$ cat src/rtl/core/msdt_pkg.sv
// ----------------------------------------------------------------------------
// Motor stop deadline timer package
// Shared types and codes for the deadline timer datapath and its top level.
// ----------------------------------------------------------------------------
package msdt_pkg;

    typedef enum logic [2:0] {
        ACT_TICK   = 3'd0,
        ACT_PULSE  = 3'd1,
        ACT_LEASE  = 3'd2,
        ACT_RENEW  = 3'd3,
        ACT_CANCEL = 3'd4
    } action_t;

    localparam logic [1:0] EV_NONE     = 2'd0;
    localparam logic [1:0] EV_NORMAL   = 2'd1;
    localparam logic [1:0] EV_BACKSTOP = 2'd2;

    localparam logic [2:0] FAIL_NONE      = 3'd0;
    localparam logic [2:0] FAIL_NOT_READY = 3'd1;
    localparam logic [2:0] FAIL_DURATION  = 3'd2;
    localparam logic [2:0] FAIL_RANGE     = 3'd3;
    localparam logic [2:0] FAIL_STATE     = 3'd4;

    localparam logic CFG_TIMER_ENABLED = 1'b0;
    localparam logic CFG_MAX_LEASE_MS  = 1'b1;

    localparam logic [15:0] MAX_LEASE_RESET = 16'd100;
    localparam logic [31:0] COUNT_MAX       = 32'hFFFF_FFFF;

    typedef struct packed {
        logic        armed;
        logic        lease_mode;
        logic [31:0] tick_count;
        logic [31:0] normal_deadline;
        logic [31:0] hard_limit;
    } timer_state_t;

    // Packed so that accepted sits in the lowest bit.
    typedef struct packed {
        logic       is_armed;
        logic [2:0] failure;
        logic [1:0] stop_event;
        logic       accepted;
    } step_result_t;

endpackage

$ cat src/rtl/core/msdt_step.sv
// ----------------------------------------------------------------------------
// Deadline timer step logic
// Works out the next timer state and the result for one registered request.
// ----------------------------------------------------------------------------
module msdt_step #(
    parameter int TICKS_PER_MS = 10
) (
    input  logic                  timer_enabled,
    input  logic [15:0]           max_lease_ms,
    input  msdt_pkg::timer_state_t state,
    input  msdt_pkg::action_t     action,
    input  logic [31:0]           duration_ms,
    input  logic [31:0]           guard_ms,
    output msdt_pkg::timer_state_t state_next,
    output msdt_pkg::step_result_t result
);

    localparam int TW = $clog2(TICKS_PER_MS + 1);
    localparam int MW = 32 + TW;

    logic [MW-1:0] dur_ticks;
    logic [MW-1:0] guard_ticks;
    logic [31:0]   lease_ticks;
    logic [31:0]   count_inc;
    logic [31:0]   renew_diff;
    logic          lease_ok;
    logic          too_long;

    assign dur_ticks   = MW'(duration_ms) * MW'(TICKS_PER_MS);
    assign guard_ticks = MW'(guard_ms) * MW'(TICKS_PER_MS);
    assign lease_ticks = dur_ticks[31:0] - 32'(TICKS_PER_MS);
    assign too_long    = (|dur_ticks[MW-1:32]) || (|guard_ticks[MW-1:32]);
    assign lease_ok    = (duration_ms >= 32'd2) && (duration_ms <= {16'd0, max_lease_ms});
    assign count_inc   = state.tick_count + 32'd1;
    assign renew_diff  = state.tick_count - state.normal_deadline;

    always_comb begin
        state_next        = state;
        result.accepted   = 1'b0;
        result.stop_event = msdt_pkg::EV_NONE;
        result.failure    = msdt_pkg::FAIL_NONE;
        unique case (action)
            msdt_pkg::ACT_TICK: begin
                if (state.armed) begin
                    if ((state.tick_count == state.hard_limit) ||
                        (state.lease_mode && (state.tick_count == msdt_pkg::COUNT_MAX))) begin
                        result.stop_event     = msdt_pkg::EV_BACKSTOP;
                        state_next.armed      = 1'b0;
                        state_next.tick_count = 32'd0;
                    end else if (count_inc == state.normal_deadline) begin
                        result.stop_event     = msdt_pkg::EV_NORMAL;
                        state_next.armed      = 1'b0;
                        state_next.tick_count = 32'd0;
                    end else begin
                        state_next.tick_count = count_inc;
                    end
                end
            end
            msdt_pkg::ACT_PULSE: begin
                state_next.armed      = 1'b0;
                state_next.tick_count = 32'd0;
                if (!timer_enabled) begin
                    result.failure = msdt_pkg::FAIL_NOT_READY;
                end else if ((duration_ms == 32'd0) || (guard_ms <= duration_ms)) begin
                    result.failure = msdt_pkg::FAIL_DURATION;
                end else if (too_long) begin
                    result.failure = msdt_pkg::FAIL_RANGE;
                end else begin
                    state_next.lease_mode      = 1'b0;
                    state_next.normal_deadline = dur_ticks[31:0];
                    state_next.hard_limit      = guard_ticks[31:0] - 32'd1;
                    state_next.armed           = 1'b1;
                    result.accepted            = 1'b1;
                end
            end
            msdt_pkg::ACT_LEASE: begin
                if (!timer_enabled) begin
                    result.failure = msdt_pkg::FAIL_NOT_READY;
                end else if (state.armed) begin
                    result.failure = msdt_pkg::FAIL_STATE;
                end else if (!lease_ok) begin
                    result.failure = msdt_pkg::FAIL_DURATION;
                end else begin
                    state_next.lease_mode      = 1'b1;
                    state_next.hard_limit      = msdt_pkg::COUNT_MAX;
                    state_next.normal_deadline = lease_ticks;
                    state_next.tick_count      = 32'd0;
                    state_next.armed           = 1'b1;
                    result.accepted            = 1'b1;
                end
            end
            msdt_pkg::ACT_RENEW: begin
                if (!timer_enabled) begin
                    result.failure = msdt_pkg::FAIL_NOT_READY;
                end else if (!state.armed) begin
                    result.failure = msdt_pkg::FAIL_STATE;
                end else if (!lease_ok) begin
                    result.failure = msdt_pkg::FAIL_DURATION;
                end else if (!renew_diff[31]) begin
                    result.stop_event     = msdt_pkg::EV_NORMAL;
                    state_next.armed      = 1'b0;
                    state_next.tick_count = 32'd0;
                end else begin
                    state_next.normal_deadline = state.tick_count + lease_ticks;
                    result.accepted            = 1'b1;
                end
            end
            msdt_pkg::ACT_CANCEL: begin
                state_next.armed      = 1'b0;
                state_next.tick_count = 32'd0;
                result.accepted       = 1'b1;
            end
            default: begin
            end
        endcase
        result.is_armed = state_next.armed;
    end

endmodule

$ cat src/rtl/core/motor_stop_deadline_timer_top.sv
// ----------------------------------------------------------------------------
// Motor stop deadline timer
// Tick-driven deadline timer with pulse and lease runs for stopping a motor.
// ----------------------------------------------------------------------------
// Each request on the s_ channel is a tick (0.1 ms) or a command: arm pulse,
// arm lease, renew lease or cancel. Every request yields exactly one result
// on the m_ channel carrying accepted, stop_event, failure and is_armed.
// A request is captured into an input register, evaluated against the timer
// state combinationally and written into the output register together with the
// new state; the m_ channel is driven straight from the output register.
// Throughput is one request per clock while m_tready does not stall; the state
// update lets the next request see the effect of the previous one.
// When the receiver stalls, the output register holds its result and the
// input register takes one more request; after that s_tready drops until
// m_tready returns. Reset clears the timer (disarmed, counter zero, backstop
// limit all ones), sets timer_enabled to 0 and max_lease_ms to 100, and
// empties both stages. The user must write the configuration registers through
// cfg_wr_en only while idle; the block itself does not enforce this.
// ----------------------------------------------------------------------------
module motor_stop_deadline_timer_top #(
    parameter int TICKS_PER_MS = 10
) (
    input  logic        aclk,
    input  logic        aresetn,
    input  logic        s_tvalid,
    output logic        s_tready,
    input  logic [71:0] s_tdata,   // action[2:0], duration_ms[34:3], guard_ms[66:35]
    output logic        m_tvalid,
    input  logic        m_tready,
    output logic [7:0]  m_tdata,   // accepted[0], stop_event[2:1], failure[5:3], is_armed[6]
    input  logic        cfg_wr_en,
    input  logic        cfg_addr,
    input  logic [15:0] cfg_wdata
);

    logic                   in_valid_reg;
    msdt_pkg::action_t      in_action_reg;
    logic [31:0]            in_duration_reg;
    logic [31:0]            in_backstop_reg;
    msdt_pkg::timer_state_t state_reg;
    msdt_pkg::timer_state_t state_next;
    msdt_pkg::step_result_t result_next;
    msdt_pkg::step_result_t out_data_reg;
    logic                   out_valid_reg;
    logic                   timer_enabled_reg;
    logic [15:0]            max_lease_ms_reg;
    logic                   out_free;
    logic                   advance;

    assign out_free = !out_valid_reg || m_tready;
    assign advance  = in_valid_reg && out_free;
    assign s_tready = !in_valid_reg || out_free;
    assign m_tvalid = out_valid_reg;
    assign m_tdata  = {1'b0, out_data_reg};

    msdt_step #(
        .TICKS_PER_MS(TICKS_PER_MS)
    ) u_step (
        .timer_enabled(timer_enabled_reg),
        .max_lease_ms (max_lease_ms_reg),
        .state        (state_reg),
        .action       (in_action_reg),
        .duration_ms  (in_duration_reg),
        .guard_ms     (in_backstop_reg),
        .state_next   (state_next),
        .result       (result_next)
    );

    always_ff @(posedge aclk) begin
        if (!aresetn) begin
            timer_enabled_reg <= 1'b0;
            max_lease_ms_reg  <= msdt_pkg::MAX_LEASE_RESET;
        end else if (cfg_wr_en) begin
            if (cfg_addr == msdt_pkg::CFG_TIMER_ENABLED) begin
                timer_enabled_reg <= cfg_wdata[0];
            end else begin
                max_lease_ms_reg <= cfg_wdata;
            end
        end
    end

    always_ff @(posedge aclk) begin
        if (!aresetn) begin
            in_valid_reg <= 1'b0;
        end else if (s_tready) begin
            in_valid_reg <= s_tvalid;
        end
    end

    always_ff @(posedge aclk) begin
        if (s_tready && s_tvalid) begin
            in_action_reg   <= msdt_pkg::action_t'(s_tdata[2:0]);
            in_duration_reg <= s_tdata[34:3];
            in_backstop_reg <= s_tdata[66:35];
        end
    end

    always_ff @(posedge aclk) begin
        if (!aresetn) begin
            state_reg.armed           <= 1'b0;
            state_reg.lease_mode      <= 1'b0;
            state_reg.tick_count      <= 32'd0;
            state_reg.normal_deadline <= 32'd0;
            state_reg.hard_limit      <= msdt_pkg::COUNT_MAX;
        end else if (advance) begin
            state_reg <= state_next;
        end
    end

    always_ff @(posedge aclk) begin
        if (!aresetn) begin
            out_valid_reg <= 1'b0;
        end else if (out_free) begin
            out_valid_reg <= in_valid_reg;
        end
    end

    always_ff @(posedge aclk) begin
        if (advance) begin
            out_data_reg <= result_next;
        end
    end

endmodule

$ cat config.mk
export PLATFORM = sky130hd
export DESIGN_NAME = motor_stop_deadline_timer_top
export DESIGN_NICKNAME = d
export VERILOG_FILES = /design/src/rtl/core/msdt_pkg.sv /design/src/rtl/core/msdt_step.sv /design/src/rtl/core/motor_stop_deadline_timer_top.sv
export SDC_FILE = /design/constraint.sdc
export NUM_CORES = 1
export LEC_CHECK = 0
export ABC_AREA = 1
export BUFFER_PORTS_ARGS = -buffer_cell sky130_fd_sc_hd__buf_2
export CAP_MARGIN = 25
export CORE_ASPECT_RATIO = 1.75
export CORE_MARGIN = 1.5
export CORE_UTILIZATION = 55
export DETAILED_ROUTE_END_ITERATION = 10
export PLACE_DENSITY = 0.77
export SYNTH_ARGS = -nofsm -noshare
export SYNTH_HDL_FRONTEND = slang
export SYNTH_SLANG_ARGS = --single-unit
$ cat constraint.sdc
create_clock -name aclk -period 9.2 [get_ports aclk]
set_input_delay 0.46 -clock aclk [delete_from_list [all_inputs] [get_ports aclk]]
set_output_delay 0.46 -clock aclk [all_outputs]
set_load 0.01 [all_outputs]
# Word-level counts from Yosys, hierarchy flattened
# Index checks and enable logic that the tools add are counted.
dict set report classes {
  n_addsub 5
  mul 2
  n_div 0
  magnitude_cmp 3
  eq_ne 19
  n_shift 0
  n_mux 53
  n_bitwise 1
  n_reduce_logical 24
}
# op n
set ops {}
lappend ops {{64-bit two-way mux} 6}
lappend ops {{98-bit two-way mux} 3}
lappend ops {{32-bit two-way mux} 5}
lappend ops {{32-bit case mux with 4 select lines} 1}
lappend ops {{32-bit case mux with 3 select lines} 1}
lappend ops {{32-bit by 3-bit multiplier with 35-bit output, second input constant} 2}
lappend ops {{32-bit equality test} 2}
lappend ops {{32-bit case mux with 2 select lines} 1}
lappend ops {{32-bit by 1-bit adder with 32-bit output, second input constant} 1}
lappend ops {{32-bit adder} 1}
lappend ops {{32-bit equality test, second input constant} 1}
lappend ops {{32-bit by 2-bit >= comparator with 1-bit output, second input constant} 1}
lappend ops {{32-bit by 16-bit less-or-equal comparator with 1-bit output} 1}
lappend ops {{32-bit less-or-equal comparator} 1}
lappend ops {{32-bit logical NOT} 1}
lappend ops {{32-bit by 1-bit subtractor with 32-bit output, second input constant} 1}
lappend ops {{32-bit subtractor} 1}
lappend ops {{32-bit by 4-bit subtractor with 32-bit output, second input constant} 1}
lappend ops {{3-bit two-way mux} 7}
lappend ops {{2-bit two-way mux} 9}
lappend ops {{2-bit != test, second input constant} 9}
lappend ops {{1-bit two-way mux} 15}
lappend ops {{12-bit AND reduction} 1}
lappend ops {{10-bit AND reduction} 1}
lappend ops {{other kinds (21)} 34}
dict set report totals {
  ff_bits 191
  latchBits 0
  ram_bits 0
  mem_bits_ro 0
  input_bits 94
  out_inout_bits 10
  wordCells 123
  n_memories 0
}

# Depth between registers and ports, before layout
# Gate-level depths: netlist (run 1).
dict set report logic_depth {
  depth_word 8
  mapped_depth 36
  depth_no_buf 36
}

# By module
# From an unflattened synthesis (run 1), not the netlist that was laid out.
dict set report unflattened {
  cells_unflattened 3703
  hier_area_um2 23208.5
}
# module instances cells_each area_per_inst_um2 seq_area_each_um2
set modules_own_cells {}
lappend modules_own_cells {msdt_step 1 2964 16153.0 0.0}
lappend modules_own_cells {motor_stop_deadline_timer_top 1 739 7055.5 4564.4}

# Worst setup path after synthesis (run 1)
# OpenSTA, ideal clock, no wires.
dict set report synth_path {
  path_type {reg-to-reg}
  from {register in_duration_reg[1]}
  to {register state_reg[59] (netlist bit)}
  setup_time_ns 0.113
  t_arrival_ns 4.312
  t_required_ns 9.087
  slack_ns 4.774
  stages_incl_launch_ff 33
  n_path_buf 0
  synth_period_minus_slack_ns 4.426
  path_cell_list {edfxtp_1 > ha_1 > ha_1 > inv_1 > fa_1 > inv_1 > nand2_1 > nand2_1 > nand3_1 > nand2_1 > nand2_1 > nand2_1 > nand2_1 > nand2_1 > inv_2 > nor2_2 > nand2_1 > nor2_2 > xor2_1 > inv_1 > ha_1 > a21oi_1 > inv_1 > a31oi_1 > o21ai_0 > inv_1 > nand3_1 > a21bo_2 > or2_2 > nand3_1 > o211ai_1 > nor2_1 > nor2_1}
}
dict set report synth_via {
  elab_chain_cells 8
  word_cells_on_any_way 27
  classes_between {add/sub (2); mul (1); order compare (3); eq/ne (4); mux (11); reduce/logical (6)}
}
# item line_no
set synth_rtl {}
lappend synth_rtl {{start: declaration} motor_stop_deadline_timer_top.sv:38} ;# logic [31:0] in_duration_reg;
lappend synth_rtl {{start signal: assignment} motor_stop_deadline_timer_top.sv:93} ;# in_duration_reg <= s_tdata[34:3];
lappend synth_rtl {{32-bit by 3-bit multiplier with 35-bit output} msdt_step.sv:29} ;# assign dur_ticks = MW'(duration_ms) * MW'(TICKS_PER_MS);
lappend synth_rtl {{32-bit by 4-bit subtractor with 32-bit output} msdt_step.sv:31} ;# assign lease_ticks = dur_ticks[31:0] - 32'(TICKS_PER_MS);
lappend synth_rtl {{32-bit adder} msdt_step.sv:104} ;# state_next.normal_deadline = state.tick_count + lease_ticks;
lappend synth_rtl {{32-bit two-way mux} msdt_step.sv:99} ;# end else if (!renew_diff[31]) begin
lappend synth_rtl {{64-bit two-way mux} msdt_step.sv:97} ;# end else if (!lease_ok) begin
lappend synth_rtl {{64-bit two-way mux} msdt_step.sv:95} ;# end else if (!state.armed) begin
lappend synth_rtl {{64-bit two-way mux} msdt_step.sv:93} ;# if (!timer_enabled) begin
lappend synth_rtl {{32-bit case mux with 3 select lines} msdt_step.sv:42} ;# unique case (action)
lappend synth_rtl {{end signal: assignment} motor_stop_deadline_timer_top.sv:106} ;# state_reg <= state_next;
lappend synth_rtl {{end: declaration} motor_stop_deadline_timer_top.sv:40} ;# msdt_pkg::timer_state_t state_reg;
# Several ways; a longest one is shown, not always the timed one. The select of a mux whose other input is x is not followed.
# A chain may end at the register's enable or synchronous reset.

# Worst setup path in the final report (run 1)
dict set report layout_path {
  from {register in_duration_reg[1]}
  to {register state_reg[62] (netlist bit)}
}
# Same word-level chain as after synthesis.

==> results.py, run 1 <==
metrics = {
    "floorplan": {
        "die_area_sq_um": 37600,
        "io_pins": 104,
        "start_util_pct": 55.7,
        "die_x_microns": 147,
        "core_sq_um": 35900,
        "die_h_microns": 255,
        "std_cell_rows": 92,
    },
    "final_layout": {
        "stdcell_count": 3639,
        "largest_register_ffs": 98,
        "layout.nets": 3482,
        "layout_commonest_cell": "nand2_1",
        "utilization_pct": 59.8,
        "multiInputGateArea_sq_um": 13500,
        "drive_gt1_share_pct": 7.59,
        "final_cell_mix": "nand2_1 (861), inv_1 (420), nor2_1 (308), ha_1 (235), a21oi_1 (212)",
        "regArea_sq_um": 4560,
        "syn_to_final_growth_pct": 7.30,
        "fillers": 3543,
    },
    "placed_design": {
        "gp_congestion": 0.988,
        "io_buffers": 97,
        "dp_cells": 3601,
        "dp_hpwl_mm": 54.7,
    },
    "power_and_ir_drop": {
        "cell_internal_pwr_uw": 1640,
        "netSwitchingPower_uw": 1130,
        "p_seq_share_pct": 34.0,
        "clockPowerShare_pct": 28.0,
        "combPwrFrac_pct": 38.0,
        "p_leak_uw": 0.0105,
        "power_uw": 2770,
        "powerDensity_nw_per_um2": 129,
        "peakVddDrop_v": 0.000134,
        "switching_share_pct": 40.7,
    },
    "clocking": {
        "clock-sinks": 191,
        "cts_tree": "yes",
        "path_clk_slew_ps": 80,
        "cts-root-buf": "clkbuf_16",
        "htreeDepth": 4,
        "cts_resized": 0,
        "cts_buffer_depth": 2,
        "cts.hold.buffers_added": 0,
        "numCtsBuffers": 17,
        "insertion_delay_ps": 470,
        "post_cts_buffers": 0,
    },
    "timing": {
        "slew_violations": 0,
        "rsz0062_at_grt": "no",
        "final.setup_skew_ps": 14.5,
        "fin_hold_ws_ps": 166,
        "final.min_clock_period_ps": 5430,
        "finalSetupTns_ps": 0,
        "finalCritPeriodShare_pct": 59.1,
        "worst_pin_slew_ps": 961,
        "setup_viol": 0,
        "slew_headroom_pct": 35.8,
        "hold_viol_final": 0,
        "clock.fmax_mhz": 184,
    },
    "worst_setup_path": {
        "critPathCaptureType": "flip-flop",
        "rr_startpoint": "in_duration_reg[1]",
        "worst_ep_arrival_time_ps": 5800,
        "slowest_stage": "edfxtp_1",
        "cp_slowest_stage_delay_ps": 540,
        "cp-startpoint": "in_duration_reg[1]",
        "ff2ff_setup_slack_ps": 3770,
        "startpoint_type": "flip-flop",
        "worstReg2RegEnd": "state_reg[62]",
        "path_class": "reg2reg",
        "path_max_fanout": 6,
        "cp.required_ps": 9570,
        "cp_common_cell": "nand2_1",
        "r2r_cells": 31,
    },
    "synth": {
        "synth_fa_ha_area_share_pct": 15.0,
        "yosys_register_bits": 191,
        "netlist_top_cells_area": "nand2_1 (16%), ha_1 (15%), dfxtp_1 (12%), edfxtp_1 (11%), inv_1 (7.9%)",
        "syn_avg_cell_area_sq_um": 6.48,
        "yosysWarnings": 0,
        "synthMuxAreaShare_pct": 0,
        "async_reset_ff_share_pct": 0,
        "synth_area_leader_cell": "nand2_1",
        "yosysUniqueCellTypes": 62,
        "synthSimpleGateAreaFrac_pct": 33.9,
        "synth_top_family_by_area": "simple AND/OR/NAND/NOR gates",
        "seq_area_frac_synth_pct": 22.8,
        "netlist_area_sq_um": 20000,
        "ys_dominant_reg_cell": "dfxtp_1",
        "postSynthCellCount": 3087,
        "netlist.area_leader.share_pct": 16.2,
        "synth_compound_area_share_pct": 12.6,
        "synth_edf_count": 74,
        "syn_nets": 3419,
        "synth-xor-area-share_pct": 5.83,
    },
    "status": {
        "outcome": "completed",
    },
    "min_path": {
        "hold_end": "in_duration_reg[14]",
        "hold_path.class": "in2reg",
        "min_from": "s_tdata[17]",
        "hold_path_depth": 1,
    },
    "global_routing": {
        "antenna_found_initial": 6,
        "grt_usage_pct": 36.3,
        "grt-ovfl-total": 0,
        "grt_pass1_vias": 20000,
        "grt_max_degree": 73,
        "grt_pass1_wl_mm": 106,
    },
    "routing": {
        "wirelength_mm": 68.3,
        "first_pass_iters": 8,
        "remaining_drc_errors": 0,
        "routed_via_density": 5.72,
        "vias": 20800,
        "drt_iter0_drc": 1400,
        "drtAntennaViolNets": 0,
        "routedWlPerCell_microns": 18.8,
    },
    "job": {
        "cap_viol_max_count": 0,
    },
}
==> how the worst max path moves through the flow <==
stage / slack (ps) / depth (start not counted) / to
floorplan: 4770 / 32 / state_reg[59]
global placement: 3870 / 30 / state_reg[59]
detailed placement: 3810 / 35 / state_reg[61]
CTS: 3790 / 35 / state_reg[61]
global route: 3130 / 35 / state_reg[61]
finish: 3770 / 31 / state_reg[62]
==> cell usage after synthesis, types with 16 or more instances <==
master and count:
dfxtp_1 117, nor4_1 16, nor3_1 37, xnor2_1 46, inv_1 421, o21ai_0 128
o211ai_1 18, nor2_1 309, nand2_1 861, ha_1 235, nand4_1 65, inv_2 19
clkbuf_1 26, o21ai_1 29, edfxtp_1 74, nand3_1 176, nand2_2 21, a21oi_1 212
xor2_1 77, buf_2 16
==> through the flow <==
step           cell area (sq um)  worst slack [ps]
6_report                   21500              3770
4_1_cts                    21500              3790
3_3_place_gp               20800              3870
2_1_floorplan              20000              4770
5_1_grt                    21500              3130
3_5_place_dp               20800              3810
==> critical path, delay by kind of cell, from the launching register on <==
kind	cells	cell delay [ps]
buf+inv	6	440
compound gates	3	490
simple gates	18	2490
fa+ha+maj	4	1360
flops	1	540
==> kinds of logic after synthesis <==
group | after synthesis
and+or+nand+nor | 1568
buffers and inverters | 503
AOI/OAI and AO/OA | 459
adders and majority gates | 238
DFF | 191
xor gates and xnor gates | 127
other | 1
==> power by group through the flow <==
stage	Clock, uW	Sequential [uW]	Combinational, uW
finish	774	940	1050
CTS	780	940	1030
floorplan	0	946	763
detailed placement	0	959	1020
global placement	0	958	1000
global route	809	943	1180
==> metal layers <==
metal	routed length, microns	global-route usage, %	share of wire (%)	vias to the layer above
met3	3980	5.54	5.8	298
li1	-	-	-	10300
met5	0	0	0	-
met1	24700	37.8	36	9443
met4	5740	27.6	8.4	0
met2	33900	64.8	50	817
==> final cells by class <==
| class | count | area share, % |
|---|---|---|
| multi-input cells | 2393 | 62.8 |
| flip-flops and latches | 191 | 21.3 |
| inverters | 440 | 7.69 |
| well taps | 470 | 2.74 |
| repair buffers | 107 | 2.61 |
| clock buffers | 20 | 2.23 |
| clock inverters | 12 | 0.589 |
| diodes | 6 | 0.0699 |
(Power assumes the default switching activity.)
==> run 2, diff against run 1 <==
- PLACE_DENSITY: 0.77 -> 0.8
- clock period: 9.2 -> 4.8 ns (I/O delays scaled with it)
==> run 2 against run 1 <==
Clock skew grew 1.6 ps; clock power grew 94%; setup slack lost 3700 ps; register-to-register slack lost 3700 ps; final cell count grew 5.6%; count of clock-buffer cells in the layout shrank 3; critical path depth shrank 4; cell area grew 11%; total power grew 110%; non-clock buffer count grew 205.
==> results.py, run 2 (synthesized netlist as in run 1, its figures left out) <==
metrics = {
    "timing": {
        "worst_pin_slew_ps": 963,
        "final.min_clock_period_ps": 4740,
        "hold_viol_final": 0,
        "finalCritPeriodShare_pct": 98.9,
        "clock.fmax_mhz": 211,
        "setup_viol": 0,
        "slew_violations": 0,
        "rsz0062_at_grt": "yes",
        "slew_headroom_pct": 35.7,
        "final.setup_skew_ps": 16.2,
    },
    "power_and_ir_drop": {
        "netSwitchingPower_uw": 2450,
        "cell_internal_pwr_uw": 3370,
        "peakVddDrop_v": 0.000293,
        "powerDensity_nw_per_um2": 244,
        "switching_share_pct": 42.1,
        "p_seq_share_pct": 31.0,
        "power_uw": 5820,
        "combPwrFrac_pct": 43.2,
        "p_leak_uw": 0.0116,
        "clockPowerShare_pct": 25.7,
    },
    "routing": {
        "drt_iter0_drc": 2104,
        "drtAntennaViolNets": 0,
        "first_pass_iters": 8,
        "routedWlPerCell_microns": 19.8,
        "routed_via_density": 5.87,
        "remaining_drc_errors": 0,
        "vias": 22500,
        "wirelength_mm": 76.1,
    },
    "final_layout": {
        "stdcell_count": 3841,
        "drive_gt1_share_pct": 14.9,
        "layout_commonest_cell": "nand2_1",
        "fillers": 3162,
        "utilization_pct": 66.5,
        "layout.nets": 3687,
        "multiInputGateArea_sq_um": 14200,
        "final_cell_mix": "nand2_1 (835), inv_1 (415), nor2_1 (292), ha_1 (209), a21oi_1 (195)",
        "regArea_sq_um": 4560,
        "largest_register_ffs": 98,
        "syn_to_final_growth_pct": 19.3,
    },
    "floorplan": {
        "die_area_sq_um": 37600,
        "std_cell_rows": 92,
        "die_h_microns": 255,
        "io_pins": 104,
        "core_sq_um": 35900,
        "start_util_pct": 55.7,
        "die_x_microns": 147,
    },
    "global_routing": {
        "grt_max_degree": 73,
        "grt-ovfl-total": 0,
        "antenna_found_initial": 6,
        "grt_usage_pct": 39.1,
        "grt_pass1_wl_mm": 113,
        "grt_pass1_vias": 21900,
    },
    "worst_setup_path": {
        "rr_startpoint": "in_duration_reg[3]",
        "path_class": "reg2reg",
        "ff2ff_setup_slack_ps": 60,
        "path_buf_inv": 5,
        "critPathCaptureType": "flip-flop",
        "r2r_cells": 27,
        "cp_slowest_stage_delay_ps": 430,
        "slowest_stage": "edfxtp_1",
        "cp.required_ps": 5140,
        "worst_ep_arrival_time_ps": 5090,
        "path_delay_family": "simple AND/OR/NAND/NOR gates",
        "startpoint_type": "flip-flop",
        "path_max_fanout": 4,
        "worstReg2RegEnd": "state_reg[57]",
    },
    "job": {
        "cap_viol_max_count": 0,
    },
    "min_path": {
        "min_from": "cfg_wdata[2]",
        "hold_end": "max_lease_ms_reg[2]",
        "hold_path_depth": 3,
        "hold_path.class": "in2reg",
    },
    "clocking": {
        "cts_buffer_depth": 2,
        "path_clk_slew_ps": 80,
        "cts_tree": "yes",
        "htreeDepth": 4,
        "numCtsBuffers": 17,
        "cts-root-buf": "clkbuf_16",
        "insertion_delay_ps": 480,
        "clock-sinks": 191,
    },
    "placed_design": {
        "gp_congestion": 1.05,
        "dp_hpwl_mm": 55.7,
        "dp_cells": 3712,
        "io_buffers": 97,
    },
    "status": {
        "outcome": "completed",
    },
}
==> run 2: worst max path at each step <==
stage | startpoint | endpoint | slack (ps) | cells after the start
finish | in_duration_reg[3] | state_reg[57] | 60 | 27
global route | in_duration_reg[3] | state_reg[61] | -180 | 34
CTS | in_duration_reg[3] | state_reg[58] | 0.003 | 29
detailed placement | in_duration_reg[3] | state_reg[60] | -120 | 30
global placement | in_duration_reg[3] | state_reg[57] | 20 | 28
floorplan | in_duration_reg[1] | state_reg[59] | 370 | 32
==> run 2: area by class of cell <==
type                    instances  share of cell area (%)
repair buffers                312                    9.54
clock buffers                  17                    1.78
flip-flops and latches        191                    19.1
clock inverters                15                   0.692
diodes                          3                  0.0314
inverters                     440                    6.92
well taps                     470                    2.46
multi-input cells            2393                    59.5
==> run 2: what timing repair did <==
item	CTS	global route
endpoints found under the hold margin	68	0
hold buffers	68	0
endpoints found under the setup margin	5	15
setup buffers	0	26
pin swaps	1	55
gates cloned	0	0
gates resized for setup	8	153
==> run 2: through the flow <==
stage               area, sq um  TNS (ps)  hold slack [ps]  setup WS (ps)
CTS                       23000         0             7.76        0.00266
global placement          21700         0              417           18.1
finish                    23900         0             21.6           55.2
detailed placement        21700      -279              418           -120
floorplan                 20000         0              339            374
global route              23900     -1070             30.5           -177
==> run 2: worst reg2reg max path, cell delays in order (launching register included) <==
cell      delay (ps)
edfxtp_1         430
ha_1             320
ha_2             190
inv_2             40
fa_2             370
buf_6            140
xor2_4           180
nand2_2          100
nor2_4           150
nand3_4          100
nor2_4           120
nand2_4           80
nor2_4           120
nand2_2           80
nor3_4           220
buf_4            150
xor2_2            70
ha_1             320
nand2_1           80
buf_4            150
nor4_4           240
buf_4            150
nand3_1          120
nand4_1          190
xnor2_1          130
o22ai_1          100
a21oi_2          180
a21oi_1           90
==> run 2: per-layer routing <==
metal	global-route usage (%)	share of wire, %	up-vias
met2	67.7	48	1159
li1	-	-	10600
met5	1.18	0.053	-
met4	34.0	10	6
met1	38.8	34	10200
met3	8.55	7.7	481
==> run 2: power by group through the flow <==
stage	sequential, uW	combinational, uW	clock, uW
after floorplan	1810	1460	0
final	1800	2510	1500
after CTS	1800	2240	1480
after detailed placement	1840	2170	0
after global placement	1830	2120	0
after global routing	1810	2740	1560
